<file path="src/rtl/gsph_pkg.sv">
// Shared types, codes and constants for the gamepad serial poll host.
`timescale 1ns / 1ps
`default_nettype none

package gsph_pkg;

  typedef enum logic [2:0] {
    PH_IDLE,
    PH_SETUP,
    PH_LOW,
    PH_HIGH,
    PH_BGAP,
    PH_FGAP
  } phase_t;

  typedef enum logic [1:0] {
    REQ_NONE,
    REQ_POLL,
    REQ_ANALOG,
    REQ_DIGITAL
  } req_t;

  localparam logic [7:0] DELAY_RESET   = 8'd10;
  localparam logic [7:0] ID_ANALOG     = 8'h73;
  localparam logic [7:0] STICK_NEUTRAL = 8'h80;
  localparam logic [7:0] CMD_START     = 8'h01;
  localparam logic [7:0] CMD_POLL      = 8'h42;
  localparam logic [7:0] CMD_CONFIG    = 8'h43;
  localparam logic [7:0] CMD_MODE      = 8'h44;
  localparam logic [7:0] MODE_LOCK     = 8'h03;
  localparam logic [7:0] BYTE_ZERO     = 8'h00;
  localparam logic [7:0] BYTE_ONE      = 8'h01;

  // Byte sent at a given position of a frame.
  function automatic logic [7:0] tx_byte(input req_t kind, input logic [3:0] byte_idx,
                                         input logic [1:0] frame_idx);
    logic [7:0] b;
    b = BYTE_ZERO;
    if (byte_idx == 4'd0) begin
      b = CMD_START;
    end else if (kind == REQ_POLL) begin
      b = (byte_idx == 4'd1) ? CMD_POLL : BYTE_ZERO;
    end else if (byte_idx == 4'd1) begin
      b = (frame_idx == 2'd1) ? CMD_MODE : CMD_CONFIG;
    end else if (byte_idx == 4'd3) begin
      if (frame_idx == 2'd0) begin
        b = BYTE_ONE;
      end else if (frame_idx == 2'd1) begin
        b = (kind == REQ_ANALOG) ? BYTE_ONE : BYTE_ZERO;
      end
    end else if (byte_idx == 4'd4 && frame_idx == 2'd1) begin
      b = MODE_LOCK;
    end
    return b;
  endfunction

endpackage

`default_nettype wire

</file>
<file path="src/rtl/gsph_if.sv">
// Valid/ready channel interfaces for the tick inputs and the line/result outputs.
`timescale 1ns / 1ps
`default_nettype none

interface gsph_in_if;
  logic       valid;
  logic       ready;
  logic [1:0] req_type;
  logic       data_line;

  modport source (output valid, output req_type, output data_line, input ready);
  modport sink (input valid, input req_type, input data_line, output ready);
endinterface

interface gsph_out_if;
  logic        valid;
  logic        ready;
  logic        clock_line;
  logic        command_line;
  logic        attention_line;
  logic        busy_res;
  logic        poll_done;
  logic [15:0] buttons;
  logic [7:0]  right_x;
  logic [7:0]  right_y;
  logic [7:0]  left_x;
  logic [7:0]  left_y;
  logic        analog_seen;

  modport source (output valid, output clock_line, output command_line,
                  output attention_line, output busy_res, output poll_done,
                  output buttons, output right_x, output right_y, output left_x,
                  output left_y, output analog_seen, input ready);
  modport sink (input valid, input clock_line, input command_line,
                input attention_line, input busy_res, input poll_done,
                input buttons, input right_x, input right_y, input left_x,
                input left_y, input analog_seen, output ready);
endinterface

`default_nettype wire

</file>
<file path="src/rtl/gamepad_serial_poll_host.sv">
// Gamepad serial link host: tick-driven line sequencer with result registers.
//
// Each beat on in_if is one timebase tick: a request code (taken only while
// the sequencer is idle) and the sampled controller data line. Each tick
// produces exactly one beat on out_if carrying the clock, command and
// attention line levels, busy and poll-done flags, and the button, stick and
// analog-id results as they stand after that tick.
// A tick beat is captured in an input register, the sequencer step runs on
// it once the output register can take a result, and its result lands in
// the output register. One tick is taken every cycle while out_if is ready;
// the output register lets a new tick enter while a finished result waits,
// and a stall on out_if holds the result and, once the input register is
// also full, drops in_if.ready.
// cfg_we writes bit_delay (reset 10) from cfg_wdata; it should only change
// while the sequencer is idle. After reset the sequencer is idle, the sticks
// read 0x80 and buttons read zero.
`timescale 1ns / 1ps
`default_nettype none

module gamepad_serial_poll_host (
  input  wire logic       clk,
  input  wire logic       rst_n,
  gsph_in_if.sink         in_if,
  gsph_out_if.source      out_if,
  input  wire logic       cfg_we,
  input  wire logic [7:0] cfg_wdata
);

  // Configuration
  logic [7:0] bit_delay_r;

  // Input stage
  logic       in_valid_r;
  logic [1:0] in_req_r;
  logic       in_din_r;

  // Sequencer state
  gsph_pkg::phase_t phase_r, phase_c, phase_nxt;
  gsph_pkg::req_t   kind_r, kind_c, kind_nxt;
  logic [11:0] wait_r, wait_c, wait_nxt;
  logic [2:0]  bit_r, bit_c, bit_nxt;
  logic [3:0]  byte_r, byte_c, byte_nxt;
  logic [1:0]  frame_r, frame_c, frame_nxt;
  logic [7:0]  rcv_r, rcv_c, rcv_nxt;
  logic [7:0]  id_r, id_nxt;
  logic [15:0] btn_r, btn_nxt;
  logic [7:0]  stick_r [4];
  logic [7:0]  stick_nxt [4];

  // Output register
  logic        out_valid_r;
  logic        clk_line_r, cmd_line_r, att_line_r, busy_r, done_r;

  logic        advance;
  logic [7:0]  eff_delay;
  logic [11:0] eff_wait, half_wait, dbl_wait, ten_wait, wait_dec;
  gsph_pkg::phase_t setup_phase;
  logic [11:0] setup_wait;
  logic [7:0]  cur_tx;
  logic        clk_c, cmd_c, att_c, busy_c, done_c, last_byte;

  assign advance     = in_valid_r && (!out_valid_r || out_if.ready);
  assign in_if.ready = !in_valid_r || advance;

  assign eff_delay = (bit_delay_r == 8'd0) ? 8'd1 : bit_delay_r;
  assign eff_wait  = {4'd0, eff_delay};
  assign half_wait = {5'd0, eff_delay[7:1]};
  assign dbl_wait  = {3'd0, eff_delay, 1'b0};
  assign ten_wait  = {1'b0, eff_delay, 3'd0} + {3'd0, eff_delay, 1'b0};

  // With D of 1 the setup half-phase is empty and the bit starts clock-low.
  assign setup_phase = (half_wait == 12'd0) ? gsph_pkg::PH_LOW : gsph_pkg::PH_SETUP;
  assign setup_wait  = (half_wait == 12'd0) ? eff_wait : half_wait;

  // A request taken from idle starts its first frame within the same tick.
  always_comb begin
    phase_c = phase_r;
    kind_c  = kind_r;
    wait_c  = wait_r;
    bit_c   = bit_r;
    byte_c  = byte_r;
    frame_c = frame_r;
    rcv_c   = rcv_r;
    if (phase_r == gsph_pkg::PH_IDLE && gsph_pkg::req_t'(in_req_r) != gsph_pkg::REQ_NONE) begin
      kind_c  = gsph_pkg::req_t'(in_req_r);
      frame_c = 2'd0;
      byte_c  = 4'd0;
      bit_c   = 3'd0;
      rcv_c   = 8'd0;
      phase_c = setup_phase;
      wait_c  = setup_wait;
    end
  end

  assign cur_tx   = gsph_pkg::tx_byte(kind_c, byte_c, frame_c);
  assign wait_dec = (wait_c != 12'd0) ? (wait_c - 12'd1) : 12'd0;

  always_comb begin
    if (kind_c == gsph_pkg::REQ_POLL) begin
      last_byte = (byte_c == 4'd4 && id_r != gsph_pkg::ID_ANALOG) || byte_c >= 4'd8;
    end else begin
      last_byte = byte_c >= 4'd8;
    end
  end

  always_comb begin
    phase_nxt = phase_c;
    kind_nxt  = kind_c;
    wait_nxt  = wait_c;
    bit_nxt   = bit_c;
    byte_nxt  = byte_c;
    frame_nxt = frame_c;
    rcv_nxt   = rcv_c;
    id_nxt    = id_r;
    btn_nxt   = btn_r;
    stick_nxt = stick_r;
    clk_c     = 1'b1;
    cmd_c     = 1'b1;
    att_c     = 1'b1;
    busy_c    = 1'b0;
    done_c    = 1'b0;

    case (phase_c)
      gsph_pkg::PH_IDLE: begin
        phase_nxt = gsph_pkg::PH_IDLE;
      end
      gsph_pkg::PH_SETUP, gsph_pkg::PH_LOW, gsph_pkg::PH_HIGH,
      gsph_pkg::PH_BGAP, gsph_pkg::PH_FGAP: begin
        busy_c = 1'b1;
        if (phase_c == gsph_pkg::PH_SETUP || phase_c == gsph_pkg::PH_LOW ||
            phase_c == gsph_pkg::PH_HIGH) begin
          cmd_c = cur_tx[bit_c];
        end
        clk_c    = (phase_c != gsph_pkg::PH_LOW);
        att_c    = (phase_c == gsph_pkg::PH_FGAP);
        wait_nxt = wait_dec;
        if (wait_dec == 12'd0) begin
          case (phase_c)
            gsph_pkg::PH_SETUP: begin
              phase_nxt = gsph_pkg::PH_LOW;
              wait_nxt  = eff_wait;
            end
            gsph_pkg::PH_LOW: begin
              rcv_nxt[bit_c] = in_din_r;
              phase_nxt      = gsph_pkg::PH_HIGH;
              wait_nxt       = eff_wait;
            end
            gsph_pkg::PH_HIGH: begin
              if (bit_c != 3'd7) begin
                bit_nxt   = bit_c + 3'd1;
                phase_nxt = setup_phase;
                wait_nxt  = setup_wait;
              end else begin
                bit_nxt = 3'd0;
                if (kind_c == gsph_pkg::REQ_POLL) begin
                  case (byte_c)
                    4'd1: id_nxt = rcv_c;
                    4'd3: btn_nxt[7:0] = ~rcv_c;
                    4'd4: btn_nxt[15:8] = ~rcv_c;
                    4'd5: stick_nxt[0] = rcv_c;
                    4'd6: stick_nxt[1] = rcv_c;
                    4'd7: stick_nxt[2] = rcv_c;
                    4'd8: stick_nxt[3] = rcv_c;
                    default: ;
                  endcase
                end
                phase_nxt = gsph_pkg::PH_BGAP;
                wait_nxt  = dbl_wait;
              end
            end
            gsph_pkg::PH_BGAP: begin
              if (last_byte) begin
                if (kind_c == gsph_pkg::REQ_POLL) begin
                  if (id_r != gsph_pkg::ID_ANALOG) begin
                    stick_nxt[0] = gsph_pkg::STICK_NEUTRAL;
                    stick_nxt[1] = gsph_pkg::STICK_NEUTRAL;
                    stick_nxt[2] = gsph_pkg::STICK_NEUTRAL;
                    stick_nxt[3] = gsph_pkg::STICK_NEUTRAL;
                  end
                  done_c   = 1'b1;
                  wait_nxt = ten_wait;
                end else begin
                  wait_nxt = eff_wait;
                end
                phase_nxt = gsph_pkg::PH_FGAP;
              end else begin
                byte_nxt  = byte_c + 4'd1;
                phase_nxt = setup_phase;
                wait_nxt  = setup_wait;
              end
            end
            default: begin
              // Frame gap: mode requests run three frames, a poll runs one.
              if (kind_c != gsph_pkg::REQ_POLL && frame_c < 2'd2) begin
                frame_nxt = frame_c + 2'd1;
                byte_nxt  = 4'd0;
                bit_nxt   = 3'd0;
                rcv_nxt   = 8'd0;
                phase_nxt = setup_phase;
                wait_nxt  = setup_wait;
              end else begin
                phase_nxt = gsph_pkg::PH_IDLE;
              end
            end
          endcase
        end
      end
      default: begin
        phase_nxt = gsph_pkg::PH_IDLE;
      end
    endcase
  end

  always_ff @(posedge clk) begin
    if (!rst_n) begin
      bit_delay_r <= gsph_pkg::DELAY_RESET;
    end else if (cfg_we) begin
      bit_delay_r <= cfg_wdata;
    end
  end

  always_ff @(posedge clk) begin
    if (!rst_n) begin
      in_valid_r <= 1'b0;
    end else if (in_if.ready) begin
      in_valid_r <= in_if.valid;
    end
  end

  always_ff @(posedge clk) begin
    if (in_if.ready && in_if.valid) begin
      in_req_r <= in_if.req_type;
      in_din_r <= in_if.data_line;
    end
  end

  always_ff @(posedge clk) begin
    if (!rst_n) begin
      phase_r    <= gsph_pkg::PH_IDLE;
      kind_r     <= gsph_pkg::REQ_NONE;
      wait_r     <= 12'd0;
      bit_r      <= 3'd0;
      byte_r     <= 4'd0;
      frame_r    <= 2'd0;
      rcv_r      <= 8'd0;
      id_r       <= 8'd0;
      btn_r      <= 16'd0;
      stick_r[0] <= gsph_pkg::STICK_NEUTRAL;
      stick_r[1] <= gsph_pkg::STICK_NEUTRAL;
      stick_r[2] <= gsph_pkg::STICK_NEUTRAL;
      stick_r[3] <= gsph_pkg::STICK_NEUTRAL;
    end else if (advance) begin
      phase_r <= phase_nxt;
      kind_r  <= kind_nxt;
      wait_r  <= wait_nxt;
      bit_r   <= bit_nxt;
      byte_r  <= byte_nxt;
      frame_r <= frame_nxt;
      rcv_r   <= rcv_nxt;
      id_r    <= id_nxt;
      btn_r   <= btn_nxt;
      stick_r <= stick_nxt;
    end
  end

  always_ff @(posedge clk) begin
    if (!rst_n) begin
      out_valid_r <= 1'b0;
    end else if (advance) begin
      out_valid_r <= 1'b1;
    end else if (out_if.ready) begin
      out_valid_r <= 1'b0;
    end
  end

  always_ff @(posedge clk) begin
    if (advance) begin
      clk_line_r <= clk_c;
      cmd_line_r <= cmd_c;
      att_line_r <= att_c;
      busy_r     <= busy_c;
      done_r     <= done_c;
    end
  end

  // Result fields mirror the state registers, which only move with a beat.
  assign out_if.valid          = out_valid_r;
  assign out_if.clock_line     = clk_line_r;
  assign out_if.command_line   = cmd_line_r;
  assign out_if.attention_line = att_line_r;
  assign out_if.busy_res       = busy_r;
  assign out_if.poll_done      = done_r;
  assign out_if.buttons        = btn_r;
  assign out_if.right_x        = stick_r[0];
  assign out_if.right_y        = stick_r[1];
  assign out_if.left_x         = stick_r[2];
  assign out_if.left_y         = stick_r[3];
  assign out_if.analog_seen    = (id_r == gsph_pkg::ID_ANALOG);

  a_clock_low_in_frame: assert property (@(posedge clk) disable iff (!rst_n)
    (out_valid_r && !clk_line_r) |-> (!att_line_r && busy_r))
    else $error("clock line low outside an active frame");

  a_empty_takes_tick: assert property (@(posedge clk) disable iff (!rst_n)
    !in_valid_r |-> in_if.ready)
    else $error("input register empty but tick not accepted");

  a_done_enters_gap: assert property (@(posedge clk) disable iff (!rst_n)
    (advance && done_c) |=> (phase_r == gsph_pkg::PH_FGAP && kind_r == gsph_pkg::REQ_POLL))
    else $error("poll completion did not enter the frame gap");

  a_idle_quiet: assert property (@(posedge clk) disable iff (!rst_n)
    (advance && phase_c == gsph_pkg::PH_IDLE) |=> (!busy_r && att_line_r && clk_line_r))
    else $error("idle tick drove an active line level");

endmodule

`default_nettype wire
</file>
<file path="src/flat_wrapper.sv">
// flat-port wrapper written by rule: the top's interface ports become plain ports
module gamepad_serial_poll_host_flat 
  (clk, rst_n, cfg_we, cfg_wdata, in_if_valid, in_if_req_type, in_if_data_line, in_if_ready, out_if_valid, out_if_clock_line, out_if_command_line, out_if_attention_line, out_if_busy_res, out_if_poll_done, out_if_buttons, out_if_right_x, out_if_right_y, out_if_left_x, out_if_left_y, out_if_analog_seen, out_if_ready);
  gsph_in_if in_if_i ();
  gsph_out_if out_if_i ();
  input  wire logic clk;
  input  wire logic rst_n;
  input  wire logic cfg_we;
  input  wire logic [7:0] cfg_wdata;
  input wire logic [$bits(in_if_i.valid)-1:0] in_if_valid;
  input wire logic [$bits(in_if_i.req_type)-1:0] in_if_req_type;
  input wire logic [$bits(in_if_i.data_line)-1:0] in_if_data_line;
  output wire logic [$bits(in_if_i.ready)-1:0] in_if_ready;
  output wire logic [$bits(out_if_i.valid)-1:0] out_if_valid;
  output wire logic [$bits(out_if_i.clock_line)-1:0] out_if_clock_line;
  output wire logic [$bits(out_if_i.command_line)-1:0] out_if_command_line;
  output wire logic [$bits(out_if_i.attention_line)-1:0] out_if_attention_line;
  output wire logic [$bits(out_if_i.busy_res)-1:0] out_if_busy_res;
  output wire logic [$bits(out_if_i.poll_done)-1:0] out_if_poll_done;
  output wire logic [$bits(out_if_i.buttons)-1:0] out_if_buttons;
  output wire logic [$bits(out_if_i.right_x)-1:0] out_if_right_x;
  output wire logic [$bits(out_if_i.right_y)-1:0] out_if_right_y;
  output wire logic [$bits(out_if_i.left_x)-1:0] out_if_left_x;
  output wire logic [$bits(out_if_i.left_y)-1:0] out_if_left_y;
  output wire logic [$bits(out_if_i.analog_seen)-1:0] out_if_analog_seen;
  input wire logic [$bits(out_if_i.ready)-1:0] out_if_ready;
  assign in_if_i.valid = in_if_valid;
  assign in_if_i.req_type = in_if_req_type;
  assign in_if_i.data_line = in_if_data_line;
  assign in_if_ready = in_if_i.ready;
  assign out_if_valid = out_if_i.valid;
  assign out_if_clock_line = out_if_i.clock_line;
  assign out_if_command_line = out_if_i.command_line;
  assign out_if_attention_line = out_if_i.attention_line;
  assign out_if_busy_res = out_if_i.busy_res;
  assign out_if_poll_done = out_if_i.poll_done;
  assign out_if_buttons = out_if_i.buttons;
  assign out_if_right_x = out_if_i.right_x;
  assign out_if_right_y = out_if_i.right_y;
  assign out_if_left_x = out_if_i.left_x;
  assign out_if_left_y = out_if_i.left_y;
  assign out_if_analog_seen = out_if_i.analog_seen;
  assign out_if_i.ready = out_if_ready;
  gamepad_serial_poll_host u_core (.clk(clk), .rst_n(rst_n), .in_if(in_if_i), .out_if(out_if_i), .cfg_we(cfg_we), .cfg_wdata(cfg_wdata));
endmodule
</file>
<file path="config.mk">
export PLATFORM = sky130hd
export DESIGN_NAME = gamepad_serial_poll_host_flat
export DESIGN_NICKNAME = d
export VERILOG_FILES = /design/src/rtl/gsph_pkg.sv /design/src/rtl/gsph_if.sv /design/src/rtl/gamepad_serial_poll_host.sv /design/src/flat_wrapper.sv
export SDC_FILE = /design/constraint.sdc
export NUM_CORES = 1
export LEC_CHECK = 0
export ABC_AREA = 1
export ABC_CLOCK_PERIOD_IN_PS = 4520
export BUFFER_PORTS_ARGS = -buffer_cell sky130_fd_sc_hd__buf_2
export CAP_MARGIN = 20
export CELL_PAD_IN_SITES_DETAIL_PLACEMENT = 1
export CELL_PAD_IN_SITES_GLOBAL_PLACEMENT = 1
export CORE_ASPECT_RATIO = 0.7
export CORE_MARGIN = 5
export CORE_UTILIZATION = 42
export CTS_CLUSTER_DIAMETER = 80
export DETAILED_ROUTE_END_ITERATION = 10
export GPL_TIMING_DRIVEN = 0
export PLACE_DENSITY = 0.83
export SETUP_SLACK_MARGIN = 0.15
export SYNTH_ARGS = -nofsm -noshare
export SYNTH_HDL_FRONTEND = slang
export SYNTH_SLANG_ARGS = --single-unit
</file>
<file path="constraint.sdc">
create_clock -name clk -period 4.52 [get_ports clk]
set_clock_uncertainty 0.1 [all_clocks]
set_input_delay 0.226 -clock clk [delete_from_list [all_inputs] [get_ports clk]]
set_output_delay 0.226 -clock clk [all_outputs]
set_load 0.02 [all_outputs]
</file>
==> impl_metrics.tcl, run 1 <==
set metrics [dict create \
    final.min_clock_period_ns 4.08 \
    area_delta_synth_final_pct 14.3 \
    worst_ir_drop_vdd_mv 0.185 \
    yosys_warnings 0 \
    grt_max_degree 22 \
    rsz0062_at_grt "no" \
    core_um2 16300 \
    tightest_slew_ns 0.925 \
    critical_path_class "reg -> reg" \
    synth_seq_area_share 0.320 \
    die_x_um 164 \
    wl_per_cell_um 17.5 \
    overflow 0 \
    die-area_um2 19400 \
    yosys.area_share.adder 0.0261 \
    vias 7699 \
    synthXorXnorAreaFrac 0.00500 \
    drt-total-wl_um 25300 \
    synth_ff_type "dfxtp_1" \
    port_buffers 70 \
    vias_per_cell 5.34 \
    synth-edff-count 8 \
    whs_ns 0.0208 \
    globalplace.congestion 0.942 \
    power.share.clock 0.353 \
    cts_htree_levels 3 \
    period_share 0.904 \
    drv_slew 0 \
    power.internal_w 0.00152 \
    sw_frac_of_total 0.348 \
    power.total_w 0.00233 \
    endpoint_kind "flop" \
    synth_top_family_by_area "simple AND/OR/NAND/NOR gates" \
    drc 0 \
    worstPathRequired_ns 4.72 \
    p_switching_w 0.000810 \
    io_pins 72 \
    worstHoldPathType "in -> reg" \
    synth.mux.area_fraction 0 \
    layout-drive-gt1-share 0.125 \
    cp_common_cell "nand2_1" \
    synth-compound-area-share 0.106 \
    cts_tree "yes" \
    p_per_area_nw_per_um2 291 \
    cp_cell_sequence "inv_1 > nand2_2 > nand3_2 > buf_6 > buf_6 > nand2_1 > nand2_1 > inv_2 > ha_1 > nand2_1 > nor2_4 > nand3_4 > nand3_1 > nand2_1 > inv_1 > nand2_2 > nor2_8 > nand3_2 > clkinvlp_4 > nand2_1 > nand2_1 > inv_1 > nor2_1" \
    cap_violations 0 \
    fmax_mhz 245 \
    final_common_cell "nand2_1" \
    cellLeakagePower_nw 4.12 \
    synthCells 1127 \
    cp_slowest_cell "edfxtp_1" \
    grt_pass1_vias 7446 \
    clockRootBuffer "clkbuf_16" \
    cts_buffer_depth 2 \
    crit_path_start_kind "flop" \
    power_frac_seq 0.432 \
    finalSetupViolCount 0 \
    crit_arrival_ns 4.28 \
    drt.antenna.violating_nets 0 \
    ys_ff_latch 108 \
    yosysUniqueCellTypes 45 \
    avgSynthCellArea_um2 6.22 \
    grt_pass1_wl_um 41000 \
    grt_util_all_layers 0.264 \
    place_hpwl_um 19900 \
    syn_nets 1157 \
    fp.dieH_um 118 \
    maxSlewHeadroom 0.384 \
    start_util 0.429 \
    setup-tns-final_ns 0 \
    status "complete, no violations" \
    numCtsBuffers 9 \
    clkTransAtPathRegs_ns 0.08 \
    fin_nets 1243 \
    clk_latency_ns 0.37 \
    drt_iter0_markers 647 \
    clock-sinks 108 \
    cp_max_fo 10 \
    hold_violations 0 \
    synthArstFlopShare 0 \
    diodes 0 \
    final_cell_mix "nand2_1 (308), inv_1 (172), nor2_1 (139)" \
    combPwrFrac 0.215 \
    rows 39 \
    syn_area_um2 7010 \
    synth-simple-area-share 0.416 \
    firstDrtPassIters 6 \
    final_util 0.490 \
    critPathTopFamily "simple AND/OR/NAND/NOR gates" \
    path_buf_inv 7 \
    critPathMaxStageDelay_ns 0.43 \
    antenna_found_initial 0 \
    num-fill-cells 2275 \
]
## worst paths after layout
| kind | from | to | slack, ns | cells past startpoint |
|---|---|---|---|---|
| max | u_core.in_req_r[1]$_DFFE_PP_ | u_core.frame_r[0]$_SDFFE_PN0P_ | 0.44 | 23 |
| min | cfg_we | u_core.bit_delay_r[3]$_SDFFE_PN1P_ | 0.02 | 2 |
| max reg2reg | u_core.in_req_r[1]$_DFFE_PP_ | u_core.frame_r[0]$_SDFFE_PN0P_ | 0.44 | 23 |
| min reg2reg | u_core.out_if.right_y[7]$_SDFFE_PN1P_ | u_core.out_if.right_y[7]$_SDFFE_PN1P_ | 0.37 | 2 |
## what timing repair did
action,4_1_cts,5_1_grt
setup endpoints to repair,8,41
buffers inserted,0,0
resized for setup,1,3
hold endpoints to repair,6,0
hold buffers,6,0
## cells in the mapped netlist, drive strengths merged (4+ instances only)
| master | instances | area (µm²) |
|---|---|---|
| nand2 | 325 | 1270 |
| inv | 180 | 681 |
| nor2 | 148 | 653 |
| dfxtp | 100 | 2000 |
| nand3 | 96 | 536 |
| a21oi | 71 | 355 |
| nand4 | 50 | 319 |
| o21ai | 46 | 238 |
| clkbuf | 29 | 109 |
| buf | 16 | 96.3 |
| ha | 13 | 163 |
| nor3 | 11 | 65.1 |
| edfxtp | 8 | 240 |
| o211ai | 5 | 37.5 |
| nor4 | 4 | 40.0 |
## cell type report
type | instances | area, µm² | area share
Inverter | 181 | 688 | 0.0859
Clock inverter | 7 | 78.8 | 0.00984
Buffer | 44 | 203 | 0.0253
Multi-Input combinational cell | 793 | 3880 | 0.484
Timing Repair Buffer | 76 | 410 | 0.0513
Clock buffer | 9 | 225 | 0.0281
Tap cell | 225 | 282 | 0.0352
Sequential cell | 108 | 2240 | 0.280
## worst register-to-register path, delay by kind of cell, from the launching register on
| kind | cells | cell delay [ns] |
|---|---|---|
| flip-flops | 1 | 0.43 |
| adder cells (fa/ha/maj) | 1 | 0.24 |
| buffers and inverters | 7 | 1.02 |
| AND/OR/NAND/NOR | 15 | 2.25 |
## through the flow
stage          cells  worst slack [ns]  area [µm²]
2_1_floorplan   1127              1.33        7010
3_3_place_gp    1422             0.137        7640
3_5_place_dp    1422            0.0515        7640
4_1_cts         1444             0.316        8010
5_1_grt         1443             0.153        8010
6_report        1443             0.436        8010
## power by group through the flow
stage               clock network, W  logic, W  registers [W]
CTS                         0.000838  0.000490        0.00101
global route                0.000874  0.000551        0.00101
detailed placement                 0  0.000483        0.00103
floorplan                          0  0.000344        0.00102
global placement                   0  0.000471        0.00103
finish                      0.000821  0.000500        0.00101
## cell families after synthesis
family / Yosys count
compound gates: 137
xor+xnor: 4
fa+ha+maj: 14
buf+inv: 226
flops: 108
simple gates: 638
## registers in the layout, summed over array words and instances, names as in the netlist, 2 cells and up
name	cells
u_core.rcv_r	8
u_core.out_if.left_y	8
u_core.wait_r	12
u_core.id_r	8
u_core.phase_r	3
u_core.bit_delay_r	8
u_core.byte_r	4
u_core.out_if.buttons	16
u_core.out_if.right_y	8
u_core.out_if.right_x	8
u_core.bit_r	3
u_core.frame_r	2
u_core.kind_r	2
u_core.in_req_r	2
u_core.out_if.left_x	8
## per-layer routing
layer	vias up	routed length [µm]	GRT usage
li1	3752	-	-
met1	3668	13100	0.417
met2	268	9900	0.360
met3	11	2220	0.0735
met4	0	130	0.0314
met5	-	0	0
No activity file was read; power rests on OpenSTA's default activity.
==> run 2, diff against run 1 <==
--- a/config.mk
+++ b/config.mk
@@ -6,7 +6,7 @@
 export NUM_CORES = 1
 export LEC_CHECK = 0
 export ABC_AREA = 1
-export ABC_CLOCK_PERIOD_IN_PS = 4520
+export ABC_CLOCK_PERIOD_IN_PS = 4210
 export BUFFER_PORTS_ARGS = -buffer_cell sky130_fd_sc_hd__buf_2
 export CAP_MARGIN = 20
 export CELL_PAD_IN_SITES_DETAIL_PLACEMENT = 1
==> constraint.sdc (replaced) <==
create_clock -name clk -period 4.21 [get_ports clk]
set_clock_uncertainty 0.1 [all_clocks]
set_input_delay 0.2105 -clock clk [delete_from_list [all_inputs] [get_ports clk]]
set_output_delay 0.2105 -clock clk [all_outputs]
set_load 0.02 [all_outputs]
==> run 2 against run 1 <==
Compared with the run above: final cell count is 1.2% higher; die area stayed put; register-to-register slack worse by 0.15 ns; global-route usage is 0.058 points lower; worst setup slack worse by 0.15 ns; critical path depth is 2 lower; power is 9.1% higher; via count is 2.1% higher; cell area is 2.4% higher; sequential share of layout area is 0.65 points lower; count of clock-buffer cells in the layout stayed put; sequential power is 7% higher; critical path type unchanged; largest cell class unchanged.
==> impl_metrics.tcl, run 2 (same netlist as run 1, synthesis figures left out) <==
set metrics [dict create \
    status "complete, no violations" \
    p_per_area_nw_per_um2 310 \
    clkTransAtPathRegs_ns 0.08 \
    place_hpwl_um 19900 \
    power.share.clock 0.348 \
    antenna_found_initial 0 \
    fp.dieH_um 118 \
    worst_ir_drop_vdd_mv 0.190 \
    grt_busiest_layer "met1" \
    endpoint_kind "flop" \
    rows 39 \
    period_share 0.932 \
    worstPathRequired_ns 4.35 \
    use_met3 0.0683 \
    register_area_um2 2240 \
    vias 7864 \
    tightest_slew_ns 0.935 \
    grt_use_met1 0.418 \
    firstDrtPassIters 7 \
    hold_violations 0 \
    final_common_cell "nand2_1" \
    rsz0062_at_grt "no" \
    layout-drive-gt1-share 0.141 \
    fin_nets 1260 \
    grtUsageMet2 0.361 \
    overflow 0 \
    numCtsBuffers 9 \
    num-fill-cells 2268 \
    port_buffers 70 \
    clockRootBuffer "clkbuf_16" \
    combPwrFrac 0.226 \
    drc 0 \
    drt.antenna.violating_nets 0 \
    drt-total-wl_um 26100 \
    cellLeakagePower_nw 4.22 \
    grt_pass1_wl_um 40900 \
    crit_path_start_kind "flop" \
    power.total_w 0.00254 \
    grt_max_degree 22 \
    crit_arrival_ns 4.06 \
    whs_ns 0.00431 \
    die_x_um 164 \
    multi_input_area_um2 3930 \
    finalSetupViolCount 0 \
    worstHoldPathType "in -> reg" \
    cts_tree "yes" \
    final.min_clock_period_ns 3.92 \
    power_frac_seq 0.426 \
    die-area_um2 19400 \
    grt_util_all_layers 0.264 \
    maxSlewHeadroom 0.377 \
    largest_reg_flops 16 \
    start_util 0.429 \
    cp_max_fo 10 \
    final_cell_mix "nand2_1 (307), inv_1 (172), nor2_1 (139)" \
    critical_path_class "reg -> reg" \
    cts_buffer_depth 2 \
    clk_latency_ns 0.37 \
    clock-sinks 108 \
    setup-tns-final_ns 0 \
    p_switching_w 0.000889 \
    drv_slew 0 \
    io_pins 72 \
    power.internal_w 0.00165 \
    drt_iter0_markers 785 \
    globalplace.congestion 0.942 \
    fmax_mhz 255 \
    core_um2 16300 \
    area_delta_synth_final_pct 17.0 \
    wl_per_cell_um 17.9 \
    diodes 0 \
    grt_pass1_vias 7453 \
    cap_violations 0 \
    cts_htree_levels 3 \
    sw_frac_of_total 0.350 \
    vias_per_cell 5.39 \
]
run 2: cell types whose count changed in the layout (fill, tap and decap cells not counted), sizes merged:
cell | before | now
buf | 86 | 103
clkbuf | 37 | 36
nand3 | 96 | 97
run 2: final timing paths:
path | startpoint | endpoint | slack, ns | cells after the start
setup / recovery | u_core.in_req_r[1]$_DFFE_PP_ | u_core.bit_r[2]$_SDFFE_PN0P_ | 0.29 | 21
hold / removal | cfg_we | u_core.bit_delay_r[3]$_SDFFE_PN1P_ | 0.004 | 2
setup reg to reg | u_core.in_req_r[1]$_DFFE_PP_ | u_core.bit_r[2]$_SDFFE_PN0P_ | 0.29 | 21
hold reg to reg | u_core.out_if.right_y[7]$_SDFFE_PN1P_ | u_core.out_if.right_y[7]$_SDFFE_PN1P_ | 0.37 | 2
run 2: repair_timing:
action	in CTS	in global routing
hold buffers	6	0
buffers inserted	2	14
endpoints found under the hold margin	6	0
pin swaps	1	6
endpoints found under the setup margin	30	77
cloned	0	1
resized for setup	4	12
run 2: per-layer routing:
| layer | wire length [µm] | up-vias |
|---|---|---|
| li1 | - | 3795 |
| met2 | 10400 | 274 |
| met5 | 0 | - |
| met4 | 147 | 0 |
| met3 | 2460 | 11 |
| met1 | 13200 | 3784 |
run 2: area by class of cell:
class | instances | share of cell area
inverter | 181 | 0.0843
timing repair buffer | 92 | 0.0662
clock buffer | 9 | 0.0275
sequential | 108 | 0.274
clock inverter | 7 | 0.00962
multi-input combinational | 794 | 0.479
tap | 225 | 0.0343
buffer | 44 | 0.0250
run 2: stage by stage:
stage | setup WS, ns | utilization | std cells | cell area, µm²
2_1_floorplan | 1.02 | - | 1127 | 7010
3_3_place_gp | -0.173 | 0.467 | 1422 | 7640
3_5_place_dp | -0.258 | 0.467 | 1422 | 7640
4_1_cts | 0.202 | 0.491 | 1445 | 8030
5_1_grt | 0.125 | 0.501 | 1460 | 8200
6_report | 0.285 | 0.501 | 1460 | 8200
run 2: power by group through the flow:
stage / registers [W] / clock network, W / logic [W]
global route: 0.00109 / 0.000938 / 0.000626
detailed placement: 0.00110 / 0 / 0.000518
floorplan: 0.00110 / 0 / 0.000369
finish: 0.00108 / 0.000883 / 0.000575
global placement: 0.00110 / 0 / 0.000506
CTS: 0.00108 / 0.000899 / 0.000524
run 2: critical path, cell delays in order, from the launching register on:
cell and delay, ns:
edfxtp_1 0.45, inv_1 0.12, nand2_4 0.14, nand3_2 0.12, buf_6 0.19, buf_6 0.16
nand2_1 0.08, nand2_2 0.10, inv_2 0.10, ha_2 0.22, nand2_1 0.14, nor2_4 0.27
nand3_1 0.12, nand2_1 0.07, nand2_1 0.10, inv_1 0.07, nand3_1 0.11, nor2_4 0.25
nand3_2 0.23, buf_2 0.31, o21ai_0 0.24, a21oi_1 0.10
==> run 3, diff against run 2 <==
--- a/config.mk
+++ b/config.mk
@@ -13,11 +13,12 @@
 export CELL_PAD_IN_SITES_GLOBAL_PLACEMENT = 1
 export CORE_ASPECT_RATIO = 0.7
 export CORE_MARGIN = 5
-export CORE_UTILIZATION = 42
+export CORE_UTILIZATION = 43
+export CTS_BUF_LIST = sky130_fd_sc_hd__clkbuf_4
 export CTS_CLUSTER_DIAMETER = 80
 export DETAILED_ROUTE_END_ITERATION = 10
 export GPL_TIMING_DRIVEN = 0
-export PLACE_DENSITY = 0.83
+export PLACE_DENSITY = 0.85
 export SETUP_SLACK_MARGIN = 0.15
 export SYNTH_ARGS = -nofsm -noshare
 export SYNTH_HDL_FRONTEND = slang
==> run 3 against run 2 <==
Compared with the run above: highest routed layer unchanged; maximum frequency down 0.26%; critical path type unchanged; sequential power about the same; final cell count up 0.68%; sequential share of layout area up 0.15 points.
==> impl_metrics.tcl, run 3 (same netlist as run 1, synthesis figures left out) <==
set metrics [dict create \
    combPwrFrac 0.261 \
    worstPathRequired_ns 4.56 \
    numCtsBuffers 9 \
    endpoint_kind "flop" \
    globalplace.congestion 0.932 \
    vias 8014 \
    clk_latency_ns 0.50 \
    critical_path_class "reg -> reg" \
    grt_pass1_vias 7693 \
    area_delta_synth_final_pct 16.4 \
    power_frac_seq 0.473 \
    rsz0062_at_grt "no" \
    final_util 0.505 \
    antenna_found_initial 0 \
    worst_ir_drop_vdd_mv 0.184 \
    core_um2 16200 \
    setup_ws_ns 0.275 \
    cp_max_fo 10 \
    power.internal_w 0.00144 \
    status "complete, no violations" \
    tightest_slew_ns 0.978 \
    power.share.clock 0.266 \
    wl_per_cell_um 18.2 \
    final_cell_mix "nand2_1 (306), inv_1 (172), nor2_1 (138)" \
    clkTransAtPathRegs_ns 0.18 \
    sw_frac_of_total 0.372 \
    final_common_cell "nand2_1" \
    finalSetupViolCount 0 \
    drv_slew 0 \
    rows 39 \
    clockRootBuffer "clkbuf_4" \
    diodes 0 \
    cts_htree_levels 3 \
    port_buffers 70 \
    io_pins 72 \
    firstDrtPassIters 5 \
    cellLeakagePower_nw 4.20 \
    final.min_clock_period_ns 3.94 \
    crit_path_start_kind "flop" \
    cts_buffer_depth 2 \
    grt_max_degree 20 \
    drc 0 \
    hold_violations 0 \
    largest_reg_flops 16 \
    maxSlewHeadroom 0.344 \
    crit_arrival_ns 4.28 \
    start_util 0.434 \
    drt-total-wl_um 26800 \
    die-area_um2 19000 \
    grt_util_all_layers 0.278 \
    worstHoldPathType "in -> reg" \
    place_hpwl_um 20100 \
    cts_tree "yes" \
    fmax_mhz 254 \
    vias_per_cell 5.45 \
    p_switching_w 0.000854 \
    clock-sinks 108 \
    num-fill-cells 2275 \
    drt.antenna.violating_nets 0 \
    grt_pass1_wl_um 41900 \
    fp.dieH_um 117 \
    fin_nets 1270 \
    post-place-ws_ns -0.0838 \
    layout-drive-gt1-share 0.140 \
    cap_violations 0 \
    p_per_area_nw_per_um2 282 \
    period_share 0.935 \
    drt_iter0_markers 780 \
    die_x_um 163 \
    overflow 0 \
]
run 3: cell count changes in the layout (fill, tap and decap cells not counted), moves of 2 or more:
cell           before  now
clkinv_8            2    0
dlygate4sd3_1       6   19
buf_2              78   76
clkbuf_16           9    0
inv_8               3    1
buf_4              17   15
clkbuf_4            0   11
inv_6               1    5
run 3: final cells by class:
cell class | count | area, µm² | share of cell area
clock inverters | 6 | 76.3 | 0.00936
well taps | 225 | 282 | 0.0345
clock buffers | 10 | 75.1 | 0.00921
multi-input cells | 794 | 3930 | 0.481
repair buffers | 101 | 641 | 0.0786
inverters | 181 | 691 | 0.0847
flip-flops and latches | 108 | 2240 | 0.275
plain buffers | 45 | 221 | 0.0272
run 3: final timing paths:
path	slack [ns]	cells past startpoint	endpoint	from
worst max-delay path	0.27	22	u_core.wait_r[9]$_SDFFE_PN0P_	u_core.in_req_r[1]$_DFFE_PP_
worst min-delay path	0.07	4	u_core.bit_delay_r[2]$_SDFFE_PN0P_	cfg_we
worst max register to register	0.27	22	u_core.wait_r[9]$_SDFFE_PN0P_	u_core.in_req_r[1]$_DFFE_PP_
worst min register to register	0.38	2	u_core.wait_r[0]$_SDFFE_PN0P_	u_core.wait_r[0]$_SDFFE_PN0P_
run 3: per-layer routing:
layer | global-route usage | wire, µm
met5 | 0 | 0
met4 | 0.0391 | 218
met3 | 0.0571 | 2340
met2 | 0.400 | 10700
met1 | 0.437 | 13500
run 3: worst max-delay path: stages, from the launching register on:
cell and delay (ns):
edfxtp_1 0.48, inv_1 0.16, nand2_4 0.12, nand3_2 0.12
buf_6 0.17, inv_2 0.07, nand2_1 0.10, nand2_1 0.15
inv_4 0.11, ha_2 0.22, nand2_1 0.15, nor2_4 0.27
nand3_4 0.16, nand3_1 0.17, nand2_1 0.07, inv_1 0.07
nand2_2 0.08, nor2_8 0.20, nand3_2 0.22, clkinvlp_4 0.25
buf_4 0.17, nand3_1 0.11, a21oi_1 0.13
run 3: power by group through the flow:
stage                     clock, W  sequential, W  combinational (W)
after CTS                 0.000614        0.00108           0.000541
after detailed placement         0        0.00110           0.000521
final                     0.000611        0.00109           0.000600
after floorplan                  0        0.00110           0.000369
after global routing      0.000650        0.00109           0.000646
after global placement           0        0.00110           0.000504
run 3: what timing repair did:
action | in CTS | in global routing
buffers inserted | 1 | 10
pin swaps | 1 | 5
hold endpoints to repair | 16 | 0
hold buffers | 19 | 0
cloned | 0 | 1
resized for setup | 2 | 27
endpoints found under the setup margin | 36 | 87
run 3: through the flow:
step	cells	power [W]	hold slack (ns)	TNS (ns)	instance area, µm²
2_1_floorplan	1127	0.00147	0.209	0	7010
3_3_place_gp	1422	0.00161	0.287	-1.16	7640
3_5_place_dp	1423	0.00163	0.289	-0.0838	7640
4_1_cts	1459	0.00224	0.00315	0	7990
5_1_grt	1470	0.00238	0.106	0	8150
6_report	1470	0.00230	0.0700	0	8150
